--- src/rtl/pfx_pkg.sv ---
// shared types, character codes and decode helpers for the postfix evaluator
package pfx_pkg;

    localparam int STACK_DEPTH = 128;
    localparam int WORD_W      = 32;
    localparam int CHAR_W      = 8;
    localparam int RADIX       = 10;

    localparam logic [CHAR_W-1:0] CH_PLUS  = 8'h2B;
    localparam logic [CHAR_W-1:0] CH_MINUS = 8'h2D;
    localparam logic [CHAR_W-1:0] CH_STAR  = 8'h2A;
    localparam logic [CHAR_W-1:0] CH_SLASH = 8'h2F;
    localparam logic [CHAR_W-1:0] CH_ZERO  = 8'h30;
    localparam logic [CHAR_W-1:0] CH_NINE  = 8'h39;

    typedef enum logic [1:0] {
        ST_OK      = 2'd0,
        ST_MISSING = 2'd1,
        ST_DIVZERO = 2'd2,
        ST_EMPTY   = 2'd3
    } t_status;

    // controller to datapath
    typedef struct packed {
        logic load;
        logic acc_digit;
        logic push_acc;
        logic set_missing;
        logic set_divzero;
        logic pop_rd;
        logic cap_rhs;
        logic cap_lhs;
        logic alu_push;
        logic div_start;
        logic div_push;
        logic out_load;
        logic out_pop;
        logic clear;
    } t_cmd;

    // datapath to controller
    typedef struct packed {
        logic err_any;
        logic is_digit;
        logic is_op;
        logic is_div;
        logic last;
        logic in_num;
        logic cnt_lt2;
        logic stack_empty;
        logic rhs_zero;
        logic div_busy;
        logic out_free;
    } t_sts;

    function automatic logic is_digit_char(input logic [CHAR_W-1:0] c);
        return c inside {[CH_ZERO:CH_NINE]};
    endfunction

    function automatic logic is_op_char(input logic [CHAR_W-1:0] c);
        return c inside {CH_PLUS, CH_MINUS, CH_STAR, CH_SLASH};
    endfunction

endpackage

--- src/rtl/pfx_ctrl.sv ---
// controller: sequences each character through the datapath
module pfx_ctrl (
    input  logic          i_clk,
    input  logic          i_rst_n,
    input  logic          i_valid,
    output logic          o_ready,
    input  pfx_pkg::t_sts i_sts,
    output pfx_pkg::t_cmd o_cmd
);

    typedef enum logic [3:0] {
        S_IDLE,
        S_EXEC,
        S_OPCHK,
        S_POPR,
        S_POPL,
        S_ALU,
        S_DIV,
        S_TAIL,
        S_FIN,
        S_FINRD
    } t_state;

    t_state r_state;
    t_state n_state;

    assign o_ready = (r_state == S_IDLE);

    always_comb begin
        n_state = r_state;
        o_cmd   = '0;
        case (r_state)
            S_IDLE: begin
                if (i_valid) begin
                    o_cmd.load = 1'b1;
                    n_state    = S_EXEC;
                end
            end
            S_EXEC: begin
                if (i_sts.err_any) begin
                    n_state = S_TAIL;
                end else if (i_sts.is_digit) begin
                    o_cmd.acc_digit = 1'b1;
                    n_state         = S_TAIL;
                end else begin
                    o_cmd.push_acc = i_sts.in_num;
                    n_state        = i_sts.is_op ? S_OPCHK : S_TAIL;
                end
            end
            S_OPCHK: begin
                if (i_sts.cnt_lt2) begin
                    o_cmd.set_missing = 1'b1;
                    n_state           = S_TAIL;
                end else begin
                    o_cmd.pop_rd = 1'b1;
                    n_state      = S_POPR;
                end
            end
            S_POPR: begin
                o_cmd.cap_rhs = 1'b1;
                o_cmd.pop_rd  = 1'b1;
                n_state       = S_POPL;
            end
            S_POPL: begin
                o_cmd.cap_lhs = 1'b1;
                n_state       = S_ALU;
            end
            S_ALU: begin
                if (!i_sts.is_div) begin
                    o_cmd.alu_push = 1'b1;
                    n_state        = S_TAIL;
                end else if (i_sts.rhs_zero) begin
                    o_cmd.set_divzero = 1'b1;
                    n_state           = S_TAIL;
                end else begin
                    o_cmd.div_start = 1'b1;
                    n_state         = S_DIV;
                end
            end
            S_DIV: begin
                if (!i_sts.div_busy) begin
                    o_cmd.div_push = 1'b1;
                    n_state        = S_TAIL;
                end
            end
            S_TAIL: begin
                o_cmd.push_acc = i_sts.last && i_sts.in_num && !i_sts.err_any;
                n_state        = i_sts.last ? S_FIN : S_IDLE;
            end
            S_FIN: begin
                if (i_sts.out_free) begin
                    if (i_sts.err_any || i_sts.stack_empty) begin
                        o_cmd.out_load = 1'b1;
                        o_cmd.clear    = 1'b1;
                        n_state        = S_IDLE;
                    end else begin
                        o_cmd.pop_rd = 1'b1;
                        n_state      = S_FINRD;
                    end
                end
            end
            S_FINRD: begin
                o_cmd.out_load = 1'b1;
                o_cmd.out_pop  = 1'b1;
                o_cmd.clear    = 1'b1;
                n_state        = S_IDLE;
            end
            default: begin
                n_state = S_IDLE;
            end
        endcase
    end

    always_ff @(posedge i_clk) begin
        if (!i_rst_n) begin
            r_state <= S_IDLE;
        end else begin
            r_state <= n_state;
        end
    end

endmodule

--- config.mk ---
export PLATFORM = sky130hd
export DESIGN_NAME = pfx_ctrl
export DESIGN_NICKNAME = d
export VERILOG_FILES = /design/src/rtl/pfx_pkg.sv /design/src/rtl/pfx_ctrl.sv
export SDC_FILE = /design/constraint.sdc
export NUM_CORES = 1
export LEC_CHECK = 0
export BUFFER_PORTS_ARGS = -buffer_cell sky130_fd_sc_hd__buf_4
export CAP_MARGIN = 20
export CORE_UTILIZATION = 30
export CTS_BUF_LIST = sky130_fd_sc_hd__clkbuf_4
export DETAILED_ROUTE_END_ITERATION = 8
export PLACE_DENSITY = 0.66
export SYNTH_ARGS = -nofsm -noshare
export SYNTH_HDL_FRONTEND = slang
export SYNTH_SLANG_ARGS = --single-unit
--- constraint.sdc ---
create_clock -name i_clk -period 1.2 [get_ports i_clk]
set_input_delay 0.06 -clock i_clk [delete_from_list [all_inputs] [get_ports i_clk]]
set_output_delay 0.06 -clock i_clk [all_outputs]
set_load 0.05 [all_outputs]
# Word level (Yosys, flattened, before mapping)
# Index checks and enable logic that the tools add are counted.
classes:
  add_sub_neg: 0
  multipliers: 0
  div: 0
  magnitude_cmp: 0
  n_eq_ne: 12
  shift: 0
  mux: 40
  bitwise_logic: 0
  reduce_logical: 6
op_table:
  columns: ["operator", "count"]
  rows:
  - ["4-bit case mux with 9 select lines", 1]
  - ["4-bit 2-to-1 mux", 7]
  - ["1-bit 2-to-1 mux", 24]
  - ["4-bit by 3-bit == test with 1-bit output, second input constant", 4]
  - ["3-bit 2-to-1 mux", 3]
  - ["4-bit by 2-bit == test with 1-bit output, second input constant", 2]
  - ["4-bit == test, second input constant", 2]
  - ["2-bit != test, second input constant", 3]
  - ["4-bit by 1-bit == test with 1-bit output, second input constant", 1]
  - ["4-bit zero test", 1]
  - ["2-bit 2-to-1 mux", 2]
  - ["1-bit case mux with 2 select lines", 2]
  - ["1-bit case mux with 3 select lines", 1]
  - ["3-bit AND reduction", 1]
  - ["1-bit logical AND", 2]
  - ["1-bit zero test", 1]
  - ["1-bit logical OR", 1]
word_totals:
  register_bits: 4
  latchBits: 0
  ram_bits: 0
  rom_bits: 0
  input_bits: 14
  out_inout_bits: 15
  word_cells: 59
  n_memories: 0

# Depth between registers and ports, before layout
# Gate-level depths: netlist (run 1).
depth:
  depth_word: 4
  depth_mapped: 5
  ltp_nobuf: 4

# Worst setup path after synthesis (run 1)
# Ideal clock, no wire load.
synth_path:
  path_type: "reg-to-output"
  from: "reg r_state[1]"
  to: "out o_cmd[13] (netlist bit)"
  arrival_ns: 2.645
  t_required_ns: 1.140
  path_slack_ns: -1.505
  stages_incl_launch_ff: 4
  path_cell_list: "dfxtp_1 > buf_6 > nor4_1 > and2_1"
synth_rtl:
  columns: ["element", "line", "text"]
  rows:
  - ["from (decl)", "pfx_ctrl.sv:24", "t_state r_state;"]
  - ["from (signal assigned)", "pfx_ctrl.sv:118", "r_state <= n_state;"]
  - ["to (decl)", "pfx_ctrl.sv:8", "output pfx_pkg::t_cmd o_cmd"]

==> results of run 1 <==
## metrics by stage
step | TNS, ns | total power, uW | cell area [sq um]
after CTS | -3.63 | 2410 | 1130
after global routing | -4.63 | 2700 | 1180
final | -3.98 | 2590 | 1180
after global placement | -0.607 | 1750 | 871
after floorplan | -1.55 | 1260 | 563
after detailed placement | -0.865 | 1770 | 871
## area by class of cell
| type | instances | area, sq um |
|---|---|---|
| flip-flops and latches | 4 | 85.1 |
| multi-input cells | 47 | 502 |
| well taps | 15 | 18.8 |
| clock buffers | 3 | 22.5 |
| fillers | 51 | 138 |
| inverters | 2 | 7.51 |
| repair buffers | 55 | 544 |
## cell usage in the layout (no fill, tap or decap), types with 3 or more instances in the layout
cell / n
buf_4: 28
nor4_4: 3
buf_6: 19
clkbuf_4: 3
nor2_2: 3
dfxtp_2: 4
buf_8: 8
nor2_1: 3
and3_4: 3
nor2_4: 3
## per-layer routing
layer | vias to the layer above | routed length, um | track usage
li1 | 321 | - | -
met1 | 336 | 916 | 0.306
met2 | 25 | 1090 | 0.492
met3 | 2 | 64 | 0.0333
met4 | 0 | 12 | 0.0862
met5 | - | 0 | 0
## worst max path at each step
stage                from  cells after the start  slack [ns]    endpoint
3_3_place_gp   r_state[1]                      4       -0.12    o_cmd[8]
2_1_floorplan  r_state[2]                      3       -0.36   o_cmd[13]
4_1_cts        r_state[1]                      4       -0.34    o_cmd[8]
5_1_grt        r_state[3]                      4       -0.40    o_cmd[8]
3_5_place_dp   r_state[1]                      4       -0.20  r_state[3]
6_report       r_state[2]                      4       -0.37    o_cmd[8]
## critical path, cell delays in order, from the launching register on
cell and delay [ns]:
dfxtp_2 0.34, or3b_4 0.40, nor4_4 0.21, a22o_4 0.19, buf_8 0.14
## cell families after synthesis
| logic type | after synthesis | share of synthesized area |
|---|---|---|
| buf+inv | 7 | 0.124 |
| flops | 4 | 0.184 |
| xor+xnor | 2 | 0.0402 |
| compound gates | 12 | 0.198 |
| simple gates | 33 | 0.454 |
## power by group through the flow
| stage | Combinational, uW | Sequential (uW) | Clock, uW |
|---|---|---|---|
| after detailed placement | 1530 | 237 | 0 |
| after global routing | 2260 | 260 | 179 |
| after CTS | 2000 | 242 | 170 |
| final | 2170 | 255 | 163 |
| after global placement | 1510 | 233 | 0 |
| after floorplan | 1040 | 222 | 0 |
## what timing repair did
item | 4_1_cts | 5_1_grt
endpoints found under the setup margin | 18 | 18
resized for setup | 49 | 8
endpoints found under the hold margin | 0 | 0
setup buffers | 9 | 1
pin swaps | 12 | 4
==> flow_metrics.env, run 1 <==
export IMPL_grt_usage=0.265
export IMPL_hold_buffers=0
export IMPL_path_clk_slew_ns=0.04
export IMPL_power_density_mw_per_mm2=2190
export IMPL_num_vias=684
export IMPL_tightest_slew_ns=0.337
export IMPL_synth_fp_nets=72
export IMPL_synth_edff_count=0
export IMPL_slew_headroom=0.773
export IMPL_drt_iter0_drc=21
export IMPL_arrival_ns=1.51
export IMPL_required_ns=1.14
export IMPL_p_int_uw=1360
export IMPL_grt_pass1_vias=662
export IMPL_post_route_util=0.896
export IMPL_pin_count=29
export IMPL_clockRootBuffer="clkbuf_4"
export IMPL_worst_path_max_fanout=5
export IMPL_largestRegisters="r_state: 4 flops"
export IMPL_yosysSeqAreaShare=0.184
export IMPL_largest_register_ffs=4
export IMPL_dp_cells=114
export IMPL_combPwrFrac=0.838
export IMPL_startpoint_type="register"
export IMPL_cts_max_level=1
export IMPL_drcViolationCount=0
export IMPL_period_share=1.31
export IMPL_ys_async_sr_fraction=0
export IMPL_min_from="i_rst_n"
export IMPL_finalHoldWorstSlack_ns=0.0889
export IMPL_p_sw_uw=1230
export IMPL_drive_gt1_frac=0.829
export IMPL_ys_ff_latch=4
export IMPL_hold_viol=0
export IMPL_overflow=0
export IMPL_syn_to_final_growth_pct=171
export IMPL_synth_area_sq_um=435
export IMPL_synth_largest_area_cell="dfxtp_1"
export IMPL_grt_max_degree=9
export IMPL_finalClockSkew_ns=0.00191
export IMPL_io_buffer_count=28
export IMPL_netlist_instances=58
export IMPL_synth_top_cell_area_share=0.184
export IMPL_r2r_start="r_state[1]"
export IMPL_end_kind="primary output"
export IMPL_critPathKind="reg -> out"
export IMPL_top_register="r_state"
export IMPL_swShare=0.475
export IMPL_layout_nets=127
export IMPL_cts_sinks=4
export IMPL_hp_class="in -> reg"
export IMPL_ys_top_cells_by_area="dfxtp_1 (18%), nor2_1 (7.8%), buf_6 (7.8%)"
export IMPL_reg2reg_slack_ns=-0.21
export IMPL_chipHeight_um=40.1
export IMPL_clk_path_buf_depth=2
export IMPL_max_cap_violations=0
export IMPL_pwr_share_clk=0.063
export IMPL_reg2reg_depth=8
export IMPL_synth_main_ff_cell="dfxtp_1"
export IMPL_wirelength_mm=2.09
export IMPL_final_antenna_net_count=0
export IMPL_synth_cell_types=29
export IMPL_rsz0062_at_grt="true"
export IMPL_pwr_share_seq=0.099
export IMPL_cts_buffers=3
export IMPL_final_min_clock_period_ns=1.57
export IMPL_fp_row_count=13
export IMPL_synthMostInstantiatedCell="nor2_1"
export IMPL_antenna_cells=0
export IMPL_worst_skew_pair_late_latency_ns=0.23
export IMPL_die_area_sq_mm=0.00161
export IMPL_status="complete, but fails checks"
export IMPL_dp_slack_ns=-0.201
export IMPL_place_hpwl_mm=1.27
export IMPL_fmax_mhz=636
export IMPL_synth_avg_cell_area_sq_um=7.51
export IMPL_grt_first_pass_wirelength_mm=2.86
export IMPL_fin_ws_ns=-0.372
export IMPL_r2r_end="r_state[2]"
export IMPL_drt_pass1_iterations=4
export IMPL_violations="setup timing"
export IMPL_start_util=0.330
export IMPL_min_path_cells=2
export IMPL_via_per_inst=5.43
export IMPL_p_leak_uw=0.000500
export IMPL_ys_top_cells_by_count="nor2_1 (9), and3_1 (4), dfxtp_1 (4), nand2b_1 (4)"
export IMPL_fin_cells=126
export IMPL_die_x_um=40.1
export IMPL_slew_viol_final=0
export IMPL_cts_tree="done"
export IMPL_antenna_found_initial=0
export IMPL_wl_per_cell_um=16.6
export IMPL_gp_congestion=0.860
export IMPL_max_vdd_ir_drop_v=0.00197
export IMPL_setup_violations=18
export IMPL_yosysWarnings=0
export IMPL_whs_endpoint="r_state[2]"
export IMPL_fp_coreArea_sq_mm=0.00132
No activity file was read; power rests on OpenSTA's default activity.
==> inputs of run 2 (changes only) <==
Clock period 1.2 ns to 1.3 ns, I/O delays scaled along.
==> flow_metrics.env, run 2 (synthesized netlist as in run 1, its figures left out) <==
export IMPL_critical_path_max_stage_delay_ns=0.41
export IMPL_status="complete, but fails checks"
export IMPL_end_kind="primary output"
export IMPL_p_int_uw=1390
export IMPL_top_register="r_state"
export IMPL_grt_first_pass_wirelength_mm=3.35
export IMPL_overflow=0
export IMPL_wl_met2_mm=1.33
export IMPL_slowest_stage="or3b_4"
export IMPL_topRoutingLayerUsed="met4"
export IMPL_setup_violations=18
export IMPL_drcViolationCount=0
export IMPL_place_hpwl_mm=1.23
export IMPL_final_antenna_net_count=0
export IMPL_pwr_share_clk=0.064
export IMPL_layout_common_cells="buf_4 (26), buf_6 (19), buf_8 (10)"
export IMPL_die_x_um=40.1
export IMPL_max_vdd_ir_drop_v=0.00184
export IMPL_hold_viol=0
export IMPL_start_util=0.330
export IMPL_p_leak_uw=0.000527
export IMPL_tightest_slew_ns=0.363
export IMPL_fmax_mhz=630
export IMPL_gp_congestion=0.804
export IMPL_via_per_inst=5.97
export IMPL_final_min_clock_period_ns=1.59
export IMPL_fin_area_sq_mm=0.00124
export IMPL_power_total_uw=2700
export IMPL_nFillCells=33
export IMPL_antenna_cells=0
export IMPL_finalClockSkew_ns=0.00295
export IMPL_antenna_found_initial=0
export IMPL_path_clk_slew_ns=0.04
export IMPL_fin_ws_ns=-0.287
export IMPL_route_met3_wl_um=238
export IMPL_startpoint_type="register"
export IMPL_slew_headroom=0.755
export IMPL_mostFrequentLayoutCell="buf_4"
export IMPL_largestRegisters="r_state: 4 flops"
export IMPL_crit_buf_inv=1
export IMPL_drive_gt1_frac=0.857
export IMPL_grt_pass1_vias=709
export IMPL_die_area_sq_mm=0.00161
export IMPL_largest_register_ffs=4
export IMPL_critPathTopFamily="simple AND/OR/NAND/NOR gates"
export IMPL_slew_viol_final=0
export IMPL_syn_to_final_growth_pct=184
export IMPL_worst_path_max_fanout=4
export IMPL_period_share=1.22
export IMPL_chipHeight_um=40.1
export IMPL_clk_path_buf_depth=2
export IMPL_hp_class="in -> reg"
export IMPL_drt_iter0_drc=22
export IMPL_power_density_mw_per_mm2=2180
export IMPL_clockRootBuffer="clkbuf_4"
export IMPL_num_vias=758
export IMPL_combPwrFrac=0.845
export IMPL_grt_max_degree=12
export IMPL_place_area_sq_um=846
export IMPL_path_cells="or3b_4 -> nor4_4 -> a22o_4 -> buf_8"
export IMPL_fp_row_count=13
export IMPL_worst_skew_pair_late_latency_ns=0.25
export IMPL_drt_pass1_iterations=4
export IMPL_tns_ns=-3.05
export IMPL_wirelength_mm=2.69
export IMPL_cp_depth=4
export IMPL_grt_usage=0.335
export IMPL_cts_sinks=4
export IMPL_layout_nets=128
export IMPL_critPathKind="reg -> out"
export IMPL_max_cap_violations=0
export IMPL_reg2reg_depth=5
export IMPL_fp_coreArea_sq_mm=0.00132
export IMPL_cts_buffers=3
export IMPL_violations="setup timing"
export IMPL_cts_max_level=1
export IMPL_wl_met1_um=952
export IMPL_pin_count=29
export IMPL_min_path_cells=2
export IMPL_wl_per_cell_um=21.2
export IMPL_cts_tree="done"
export IMPL_pwr_share_seq=0.091
export IMPL_required_ns=1.24
export IMPL_p_sw_uw=1310
export IMPL_swShare=0.486
export IMPL_rsz0062_at_grt="true"
export IMPL_arrival_ns=1.52
export IMPL_io_buffer_count=28
==> run 2: metal layers <==
layer | vias up | global-route usage
met5 | - | 0
met4 | 0 | 0.250
met3 | 20 | 0.0722
met2 | 61 | 0.613
met1 | 355 | 0.323
li1 | 322 | -
==> run 2: timing repair <==
| item | CTS | global route |
|---|---|---|
| resized for setup | 53 | 20 |
| setup buffers | 12 | 3 |
| pin swaps | 17 | 6 |
| hold buffers | 0 | 0 |
| setup endpoints to repair | 16 | 18 |
==> run 2: area by class of cell <==
class,count,area (sq um),share of cell area
clock buffer,3,22.5,0.0182
inverter,2,7.51,0.00606
multi-input combinational,47,523,0.422
sequential,4,87.6,0.0707
tap,15,18.8,0.0152
timing repair buffer,56,579,0.468
==> run 2: path summary, 6_finish.rpt <==
check,slack [ns],endpoint,start
max,-0.29,o_cmd[8],r_state[3]
min,0.08,r_state[2],i_rst_n
max reg2reg,-0.11,r_state[3],r_state[3]
min reg2reg,0.70,r_state[1],r_state[3]
==> run 2: stage by stage <==
| stage | std cells | util | worst slack (ns) | hold WS [ns] |
|---|---|---|---|---|
| 2_1_floorplan | 58 | - | -0.262 | 0.185 |
| 3_3_place_gp | 112 | 0.642 | -0.0334 | 0.321 |
| 3_5_place_dp | 112 | 0.642 | -0.0803 | 0.335 |
| 4_1_cts | 126 | 0.871 | -0.279 | 0.0801 |
| 5_1_grt | 127 | 0.940 | -0.315 | 0.0939 |
| 6_report | 127 | 0.940 | -0.287 | 0.0809 |
==> run 2: power by group through the flow <==
stage          Combinational, uW  Sequential (uW)  Clock [uW]
2_1_floorplan                929              205           0
3_3_place_gp                1370              223           0
3_5_place_dp                1380              232           0
4_1_cts                     1980              230         167
5_1_grt                     2360              243         176
6_report                    2280              247         172
==> run 2: worst register-to-register path: stages (launching register included) <==
cell and delay (ns):
dfxtp_2 0.35, or3b_4 0.41, nor4_4 0.19, buf_4 0.19
nor2_2 0.05, o32ai_2 0.12
